===== config.mk =====
export PLATFORM = sky130hd
export DESIGN_NAME = masked_asid_tlb_cam_top
export DESIGN_NICKNAME = d
export VERILOG_FILES = /design/src/hdl/tlbc_pkg.sv /design/src/hdl/tlbc_cell.sv /design/src/hdl/masked_asid_tlb_cam_top.sv
export SDC_FILE = /design/constraint.sdc
export NUM_CORES = 2
export LEC_CHECK = 0
export ABC_CLOCK_PERIOD_IN_PS = 6500
export BUFFER_PORTS_ARGS = -buffer_cell sky130_fd_sc_hd__buf_4
export CAP_MARGIN = 0
export CORE_MARGIN = 4
export CORE_UTILIZATION = 28
export CTS_BUF_LIST = sky130_fd_sc_hd__clkbuf_4 sky130_fd_sc_hd__clkbuf_8
export CTS_CLUSTER_DIAMETER = 150
export DETAILED_ROUTE_END_ITERATION = 6
export HOLD_SLACK_MARGIN = 0.08
export PLACE_DENSITY = 0.49
export SLEW_MARGIN = 40
export SYNTH_ARGS = -nofsm -noshare
export SYNTH_HDL_FRONTEND = slang
export SYNTH_SLANG_ARGS = --single-unit

===== constraint.sdc =====
create_clock -name clk_i -period 6.5 [get_ports clk_i]
set_input_delay 0.325 -clock clk_i [delete_from_list [all_inputs] [get_ports clk_i]]
set_output_delay 0.325 -clock clk_i [all_outputs]
set_load 0.05 [all_outputs]

===== src/hdl/tlbc_pkg.sv =====
// Shared types and constants of the masked ASID translation buffer.
package tlbc_pkg;

  localparam int IDX_W   = 4;
  localparam int ASID_W  = 8;
  localparam int FLAGS_W = 4;

  typedef enum logic [1:0] {
    OP_LOOKUP = 2'd0,
    OP_WRITE  = 2'd1,
    OP_FLUSH  = 2'd2,
    OP_READ   = 2'd3
  } op_e;

  typedef enum logic [2:0] {
    ST_IDLE = 3'b001,
    ST_BUSY = 3'b010,
    ST_DONE = 3'b100
  } state_e;

  typedef struct packed {
    logic             wr_en;
    logic             flush;
    logic [IDX_W-1:0] index;
  } wr_ctrl_t;

  typedef struct packed {
    logic             valid;
    logic             found;
    logic             hit;
    op_e              op;
    logic [IDX_W-1:0] index;
  } tok_t;

endpackage


===== src/hdl/tlbc_cell.sv =====
// One translation buffer slot that checks a passing search token and hands it on.
module tlbc_cell #(
  parameter int VPN_BITS = 21,
  parameter int PFN_BITS = 24,
  parameter int K        = 0,
  localparam int ENT_W   = 2 * VPN_BITS + tlbc_pkg::ASID_W + 1 + 2 * PFN_BITS + 2 +
                           2 * tlbc_pkg::FLAGS_W
) (
  input  logic                            clk_i,
  input  logic                            rst_ni,
  input  tlbc_pkg::wr_ctrl_t              ctrl_i,
  input  logic [ENT_W-1:0]                wr_entry_i,
  input  tlbc_pkg::tok_t                  tok_i,
  input  logic [VPN_BITS-1:0]             vpn_i,
  input  logic [tlbc_pkg::ASID_W-1:0]     asid_i,
  input  logic [ENT_W-1:0]                pay_i,
  output tlbc_pkg::tok_t                  tok_o,
  output logic [VPN_BITS-1:0]             vpn_o,
  output logic [tlbc_pkg::ASID_W-1:0]     asid_o,
  output logic [ENT_W-1:0]                pay_o
);
  import tlbc_pkg::*;

  localparam int FRM_W = 2 * PFN_BITS + 2 + 2 * FLAGS_W;

  logic [ENT_W-1:0]    entry_q, entry_d;
  logic                present_q, present_d;
  logic [VPN_BITS-1:0] e_vpn, e_mask;
  logic [ASID_W-1:0]   e_asid;
  logic                e_glob;
  logic                tag_eq, asid_ok, sel, take;
  tok_t                tok_q, tok_d;
  logic [VPN_BITS-1:0] vpn_q;
  logic [ASID_W-1:0]   asid_q;
  logic [ENT_W-1:0]    pay_q, pay_d;

  assign e_vpn  = entry_q[ENT_W-1 -: VPN_BITS];
  assign e_mask = entry_q[ENT_W-VPN_BITS-1 -: VPN_BITS];
  assign e_asid = entry_q[FRM_W+1 +: ASID_W];
  assign e_glob = entry_q[FRM_W];

  always_comb begin
    entry_d   = entry_q;
    present_d = present_q;
    if (ctrl_i.flush) begin
      entry_d   = '0;
      present_d = 1'b0;
    end else if (ctrl_i.wr_en && (32'(ctrl_i.index) == K)) begin
      entry_d   = wr_entry_i;
      present_d = 1'b1;
    end
  end

  always_comb begin
    tag_eq  = ((vpn_i ^ e_vpn) & ~e_mask) == '0;
    asid_ok = e_glob || (e_asid == asid_i);
    case (tok_i.op)
      OP_LOOKUP: sel = present_q && tag_eq && asid_ok;
      OP_READ:   sel = (32'(tok_i.index) == K);
      default:   sel = 1'b0;
    endcase
    take  = tok_i.valid && !tok_i.found && sel;
    tok_d = tok_i;
    pay_d = pay_i;
    if (take) begin
      tok_d.found = 1'b1;
      pay_d       = entry_q;
      if (tok_i.op == OP_LOOKUP) begin
        tok_d.hit   = 1'b1;
        tok_d.index = IDX_W'(K);
      end else begin
        tok_d.hit = present_q;
      end
    end
  end

  always_ff @(posedge clk_i or negedge rst_ni) begin
    if (!rst_ni) begin
      entry_q   <= '0;
      present_q <= 1'b0;
      tok_q     <= '0;
    end else begin
      entry_q   <= entry_d;
      present_q <= present_d;
      tok_q     <= tok_d;
    end
  end

  always_ff @(posedge clk_i) begin
    vpn_q  <= vpn_i;
    asid_q <= asid_i;
    pay_q  <= pay_d;
  end

  assign tok_o  = tok_q;
  assign vpn_o  = vpn_q;
  assign asid_o = asid_q;
  assign pay_o  = pay_q;

endmodule


===== src/hdl/masked_asid_tlb_cam_top.sv =====
// Top level of the masked ASID translation buffer built as a chain of slot cells.
// In lookup and read transactions a search token steps one cell a cycle along the chain.
// Write and flush results appear in the cycle after acceptance.
// One transaction is in flight at a time; a new one is accepted only after the last result is taken.
// Reset and flush clear every slot, its contents and its present bit at once.
module masked_asid_tlb_cam_top #(
  parameter int ENTRIES  = 16,
  parameter int VPN_BITS = 21,
  parameter int PFN_BITS = 24
) (
  input  logic                             clk_i,
  input  logic                             rst_ni,
  input  logic                             in_valid_i,
  output logic                             in_stall_o,
  input  logic [1:0]                       op_i,
  input  logic [VPN_BITS-1:0]              vpn_i,
  input  logic [tlbc_pkg::ASID_W-1:0]      asid_i,
  input  logic [tlbc_pkg::IDX_W-1:0]       entry_index_i,
  input  logic [VPN_BITS-1:0]              page_mask_i,
  input  logic                             global_req_i,
  input  logic [PFN_BITS-1:0]              pfn_even_i,
  input  logic [PFN_BITS-1:0]              pfn_odd_i,
  input  logic                             valid_even_i,
  input  logic                             valid_odd_i,
  input  logic [tlbc_pkg::FLAGS_W-1:0]     flags_even_i,
  input  logic [tlbc_pkg::FLAGS_W-1:0]     flags_odd_i,
  output logic                             out_valid_o,
  input  logic                             out_stall_i,
  output logic                             hit_o,
  output logic [tlbc_pkg::IDX_W-1:0]       match_index_o,
  output logic [VPN_BITS-1:0]              out_vpn_o,
  output logic [VPN_BITS-1:0]              out_mask_o,
  output logic [tlbc_pkg::ASID_W-1:0]      out_asid_o,
  output logic                             out_global_o,
  output logic [PFN_BITS-1:0]              out_pfn_even_o,
  output logic [PFN_BITS-1:0]              out_pfn_odd_o,
  output logic [1:0]                       out_valid_bits_o,
  output logic [tlbc_pkg::FLAGS_W-1:0]     out_flags_even_o,
  output logic [tlbc_pkg::FLAGS_W-1:0]     out_flags_odd_o
);
  import tlbc_pkg::*;

  localparam int FRM_W = 2 * PFN_BITS + 2 + 2 * FLAGS_W;
  localparam int ENT_W = 2 * VPN_BITS + ASID_W + 1 + FRM_W;

  state_e              state_q, state_d;
  op_e                 op;
  logic                accept;
  wr_ctrl_t            ctrl;
  logic [ENT_W-1:0]    wr_entry;
  tok_t                tok    [0:ENTRIES];
  logic [VPN_BITS-1:0] qvpn   [0:ENTRIES];
  logic [ASID_W-1:0]   qasid  [0:ENTRIES];
  logic [ENT_W-1:0]    pay    [0:ENTRIES];
  logic [ENTRIES-1:0]  tok_valids;
  logic                load;
  logic                res_hit_q, res_hit_d;
  logic [IDX_W-1:0]    res_idx_q, res_idx_d;
  logic [ENT_W-1:0]    res_ent_q, res_ent_d;

  assign op         = op_e'(op_i);
  assign in_stall_o = (state_q != ST_IDLE);
  assign accept     = in_valid_i && !in_stall_o;

  assign wr_entry = {vpn_i, page_mask_i, asid_i, global_req_i, pfn_even_i, pfn_odd_i,
                     valid_odd_i, valid_even_i, flags_even_i, flags_odd_i};

  always_comb begin
    ctrl.wr_en   = accept && (op == OP_WRITE);
    ctrl.flush   = accept && (op == OP_FLUSH);
    ctrl.index   = entry_index_i;
    tok[0].valid = accept && (op == OP_LOOKUP || op == OP_READ);
    tok[0].found = 1'b0;
    tok[0].hit   = 1'b0;
    tok[0].op    = op;
    tok[0].index = (op == OP_READ) ? entry_index_i : '0;
  end

  assign qvpn[0]  = vpn_i;
  assign qasid[0] = asid_i;
  assign pay[0]   = '0;

  for (genvar k = 0; k < ENTRIES; k++) begin : g_cell
    tlbc_cell #(
      .VPN_BITS(VPN_BITS),
      .PFN_BITS(PFN_BITS),
      .K       (k)
    ) u_cell (
      .clk_i     (clk_i),
      .rst_ni    (rst_ni),
      .ctrl_i    (ctrl),
      .wr_entry_i(wr_entry),
      .tok_i     (tok[k]),
      .vpn_i     (qvpn[k]),
      .asid_i    (qasid[k]),
      .pay_i     (pay[k]),
      .tok_o     (tok[k+1]),
      .vpn_o     (qvpn[k+1]),
      .asid_o    (qasid[k+1]),
      .pay_o     (pay[k+1])
    );
    assign tok_valids[k] = tok[k+1].valid;
  end

  always_comb begin
    state_d   = state_q;
    load      = 1'b0;
    res_hit_d = tok[ENTRIES].hit;
    res_idx_d = tok[ENTRIES].index;
    res_ent_d = pay[ENTRIES];
    unique case (state_q)
      ST_IDLE: begin
        if (accept) begin
          if (op == OP_WRITE || op == OP_FLUSH) begin
            load      = 1'b1;
            res_hit_d = 1'b0;
            res_idx_d = '0;
            res_ent_d = '0;
            state_d   = ST_DONE;
          end else begin
            state_d = ST_BUSY;
          end
        end
      end
      ST_BUSY: begin
        if (tok[ENTRIES].valid) begin
          load    = 1'b1;
          state_d = ST_DONE;
        end
      end
      ST_DONE: begin
        if (!out_stall_i) begin
          state_d = ST_IDLE;
        end
      end
      default: state_d = ST_IDLE;
    endcase
  end

  always_ff @(posedge clk_i or negedge rst_ni) begin
    if (!rst_ni) begin
      state_q <= ST_IDLE;
    end else begin
      state_q <= state_d;
    end
  end

  always_ff @(posedge clk_i) begin
    if (load) begin
      res_hit_q <= res_hit_d;
      res_idx_q <= res_idx_d;
      res_ent_q <= res_ent_d;
    end
  end

  assign out_valid_o      = (state_q == ST_DONE);
  assign hit_o            = res_hit_q;
  assign match_index_o    = res_idx_q;
  assign out_vpn_o        = res_ent_q[ENT_W-1 -: VPN_BITS];
  assign out_mask_o       = res_ent_q[ENT_W-VPN_BITS-1 -: VPN_BITS];
  assign out_asid_o       = res_ent_q[FRM_W+1 +: ASID_W];
  assign out_global_o     = res_ent_q[FRM_W];
  assign out_pfn_even_o   = res_ent_q[FRM_W-1 -: PFN_BITS];
  assign out_pfn_odd_o    = res_ent_q[FRM_W-PFN_BITS-1 -: PFN_BITS];
  assign out_valid_bits_o = res_ent_q[2*FLAGS_W +: 2];
  assign out_flags_even_o = res_ent_q[FLAGS_W +: FLAGS_W];
  assign out_flags_odd_o  = res_ent_q[0 +: FLAGS_W];

  // Only one search token may travel along the chain at any time.
  a_one_token: assert property (@(posedge clk_i) disable iff (!rst_ni)
    $onehot0(tok_valids))
    else $error("more than one search token in the chain");

  a_token_busy: assert property (@(posedge clk_i) disable iff (!rst_ni)
    (tok_valids != '0) |-> (state_q == ST_BUSY))
    else $error("search token outside a busy search");

  a_write_result: assert property (@(posedge clk_i) disable iff (!rst_ni)
    (accept && (op == OP_WRITE || op == OP_FLUSH)) |=> (out_valid_o && !hit_o))
    else $error("write or flush transaction did not complete in one cycle");

endmodule


==> flow_metrics.env <==
export IMPL_status="finished, final reports clean"
export IMPL_synth_warning_count=0
export IMPL_cts_max_level=6
export IMPL_routed_via_count=94141
export IMPL_cpMaxStageDelayCell="nor4_1"
export IMPL_yosys_area_share_adder_pct=0.285
export IMPL_numCtsBuffers=703
export IMPL_critical_path_class="reg2reg"
export IMPL_synth_simple_area_share_pct=10.7
export IMPL_worst_slew_pin_slew_ns=0.939
export IMPL_cts_tree="yes"
export IMPL_fillers=53269
export IMPL_worst_slew_margin_rel_pct=37.4
export IMPL_start_util_pct=28.2
export IMPL_post_cts_buffers=0
export IMPL_crit_fanout=32
export IMPL_wl_per_cell_um=20.6
export IMPL_crit_start="g_cell[3].u_cell.entry_q[90]$_DFFE_PN0P_"
export IMPL_synth_mux_area_share_pct=12.4
export IMPL_drt_pass1_iter_count=5
export IMPL_die_x_um=738
export IMPL_most_common_layout_cells="nand2_1, dfxtp_1, dfrtp_1"
export IMPL_syn_num_nets=13563
export IMPL_hold_viol=0
export IMPL_slowest_delay_ns=0.78
export IMPL_worstPathArrival_ns=5.04
export IMPL_cts_resized=0
export IMPL_synth_top_area_share_pct=31.9
export IMPL_antenna_found_initial=56
export IMPL_hp_start="vpn_i[17]"
export IMPL_die_y_um=738
export IMPL_ant_nets=0
export IMPL_grt_pass1_wl_mm=662
export IMPL_finClkSkew_ns=0.158
export IMPL_final_common_cell="nand2_1"
export IMPL_drive_gt1_share_pct=19.9
export IMPL_gr_total_overflow=0
export IMPL_insertion_delay_ns=1.24
export IMPL_postSynthCellCount=13410
export IMPL_tns_ns=0
export IMPL_synth_top_area_cell="dfrtp_1"
export IMPL_vias_per_cell=4.39
export IMPL_finish_net_count=13970
export IMPL_maxCapViolCount=0
export IMPL_ir_drop_mv=0.222
export IMPL_cpLargestDelayFamily="compound AO/OA/AOI/OAI gates"
export IMPL_gp_congestion=0.777
export IMPL_synth_area_leaders="dfrtp_1, dfxtp_1, nand2_1"
export IMPL_power_total_mw=57.4
export IMPL_grt_max_degree=166
export IMPL_max_clock_freq_mhz=249
export IMPL_synth_compound_area_share_pct=7.11
export IMPL_hold_class="in2reg"
export IMPL_netlist_area_mm2=0.149
export IMPL_endpoint_kind="register"
export IMPL_dieArea_mm2=0.545
export IMPL_dp_hpwl_mm=270
export IMPL_buffer_ports_inserted=234
export IMPL_rows=267
export IMPL_crit_required_ns=7.52
export IMPL_synth_xor_area_share_pct=2.72
export IMPL_worstSetupStartpointType="register"
export IMPL_cts_hold_buf=290
export IMPL_p_per_area_mw_per_mm2=325
export IMPL_synth_area_per_cell_um2=11.1
export IMPL_rrSetupSlack_ns=2.48
export IMPL_drtIter0Drc=6360
export IMPL_grt_pass1_vias=97304
export IMPL_synth_cell_type_count=48
export IMPL_clk_pin_slew_ns=0.06
export IMPL_synth_edf_count=114
export IMPL_p_leak_nw=74.8
export IMPL_synth_top_family_by_area="multiplexers"
export IMPL_fin_crit_ns=4.02
export IMPL_path_buf_inv=1
export IMPL_crit_chain="xnor2_1 -> o22ai_1 -> nor4_1 -> o2111ai_1 -> a21oi_4 -> buf_4 -> mux2_2"
export IMPL_yosysSeqAreaShare_pct=63.5
export IMPL_root_buffer="clkbuf_8"
export IMPL_ys_flop_type="dfxtp_1"
export IMPL_setup_viol=0
export IMPL_core_mm2=0.530
export IMPL_synthToLayoutAreaGrowth_pct=18.4
export IMPL_timing_rr_start="g_cell[3].u_cell.entry_q[90]$_DFFE_PN0P_"
export IMPL_cts_path_max_buffers=4
export IMPL_drc=0
export IMPL_ioPinCount=235
export IMPL_finalMaxSlewViolations=0
export IMPL_clock_sinks=4197
export IMPL_grt_setup_unrepaired="no"
export IMPL_ys_ff_latch=4197
export IMPL_final_period_utilization_pct=61.8
export IMPL_wl_mm=441
export IMPL_ys_async_sr_fraction_pct=45.4
export IMPL_track_usage_pct=15.9
## area by class of cell
class                      count  area, µm²  share of cell area [%]
clock buffer                1205      14500                    8.21
clock inverter               110       1010                   0.572
antenna                       16       40.0                  0.0227
timing repair buffer         699       7280                    4.12
sequential                  4197      94700                    53.6
multi-input combinational   8168      50200                    28.4
tap                         6994       8750                    4.95
inverter                      48        180                   0.102
## state kept, by name, indices dropped and copies added, names as in the netlist
| register | cells |
|---|---|
| g_cell.u_cell.entry_q | 1744 |
| hit_o | 1 |
| g_cell.u_cell.tok_o | 141 |
| g_cell.u_cell.pay_o | 1744 |
| g_cell.u_cell.present_q | 16 |
| match_index_o | 4 |
| state_q | 3 |
| g_cell.u_cell.vpn_o | 315 |
| res_ent_q | 109 |
| g_cell.u_cell.asid_o | 120 |
## path summary, 6_finish.rpt
path	to	cells after the start
setup / recovery	g_cell[3].u_cell.pay_o[55]$_DFF_P_	7
min in group asynchronous	g_cell[12].u_cell.entry_q[107]$_DFFE_PN0P_	4
setup reg to reg	g_cell[3].u_cell.pay_o[55]$_DFF_P_	7
hold reg to reg	g_cell[2].u_cell.vpn_o[4]$_DFF_P_	0
hold / removal	g_cell[0].u_cell.vpn_o[17]$_DFF_P_	2
max in group asynchronous	g_cell[4].u_cell.entry_q[4]$_DFFE_PN0P_	7
## cell families after synthesis
group | after synthesis
buf+inv | 1045
compound gates | 2018
fa+ha+maj | 34
simple gates | 4002
mux | 1650
xor+xnor | 464
flops | 4197
## metal layers
metal,wire length [µm],GRT usage (%),share of wire [%],up-vias
met3,20800,2.40,4.7,682
met1,210000,22.6,48,46085
met4,12200,4.78,2.8,18
met5,119,0,0.027,-
li1,-,-,-,45125
met2,198000,24.7,45,2231
## report_power, final
part	switching (mW)	internal, mW	total, mW
Sequential	0.869	27.4	28.2
Combinational	2.67	1.32	3.99
Clock	10.8	14.3	25.2
Total	14.4	43.0	57.4
## cell usage after synthesis, drive strengths merged, types with 2 or more instances
master,n
nand2,3536
dfxtp,2179
dfrtp,1903
a21oi,1763
mux2,1635
clkbuf,588
xnor2,458
buf,409
and2,225
o22ai,160
edfxtp,114
nor2,103
inv,48
nand4,37
ha,34
a21o,33
nor4,33
a21boi,28
nor3,18
o211ai,16
mux2i,15
o2111ai,15
or2,15
nand3,8
nor2b,6
xor2,6
nand2b,4
nor3b,4
nor4b,4
nand3b,3
nor4bb,3
and3,2
## per-stage QoR
| stage | instances | instance area (µm²) | setup slack, ns | util (%) | hold slack, ns |
|---|---|---|---|---|---|
| floorplan | 13410 | 149000 | 2.47 | - | 0.0294 |
| global placement | 19783 | 157000 | 2.39 | 29.7 | 0.353 |
| CTS | 21409 | 176000 | 2.28 | 33.3 | 0.0809 |
| finish | 21437 | 177000 | 2.48 | 33.3 | 0.185 |
| global route | 21428 | 177000 | 2.30 | 33.3 | 0.129 |
| detailed placement | 19804 | 158000 | 2.37 | 29.8 | 0.275 |
## worst reg2reg max path, stage by stage (launching register included)
cell and delay [ns]:
dfrtp_1 0.40, xnor2_1 0.32, o22ai_1 0.23, nor4_1 0.78
o2111ai_1 0.44, a21oi_4 0.63, buf_4 0.61, mux2_2 0.42
No activity file was read; power rests on OpenSTA's default activity.
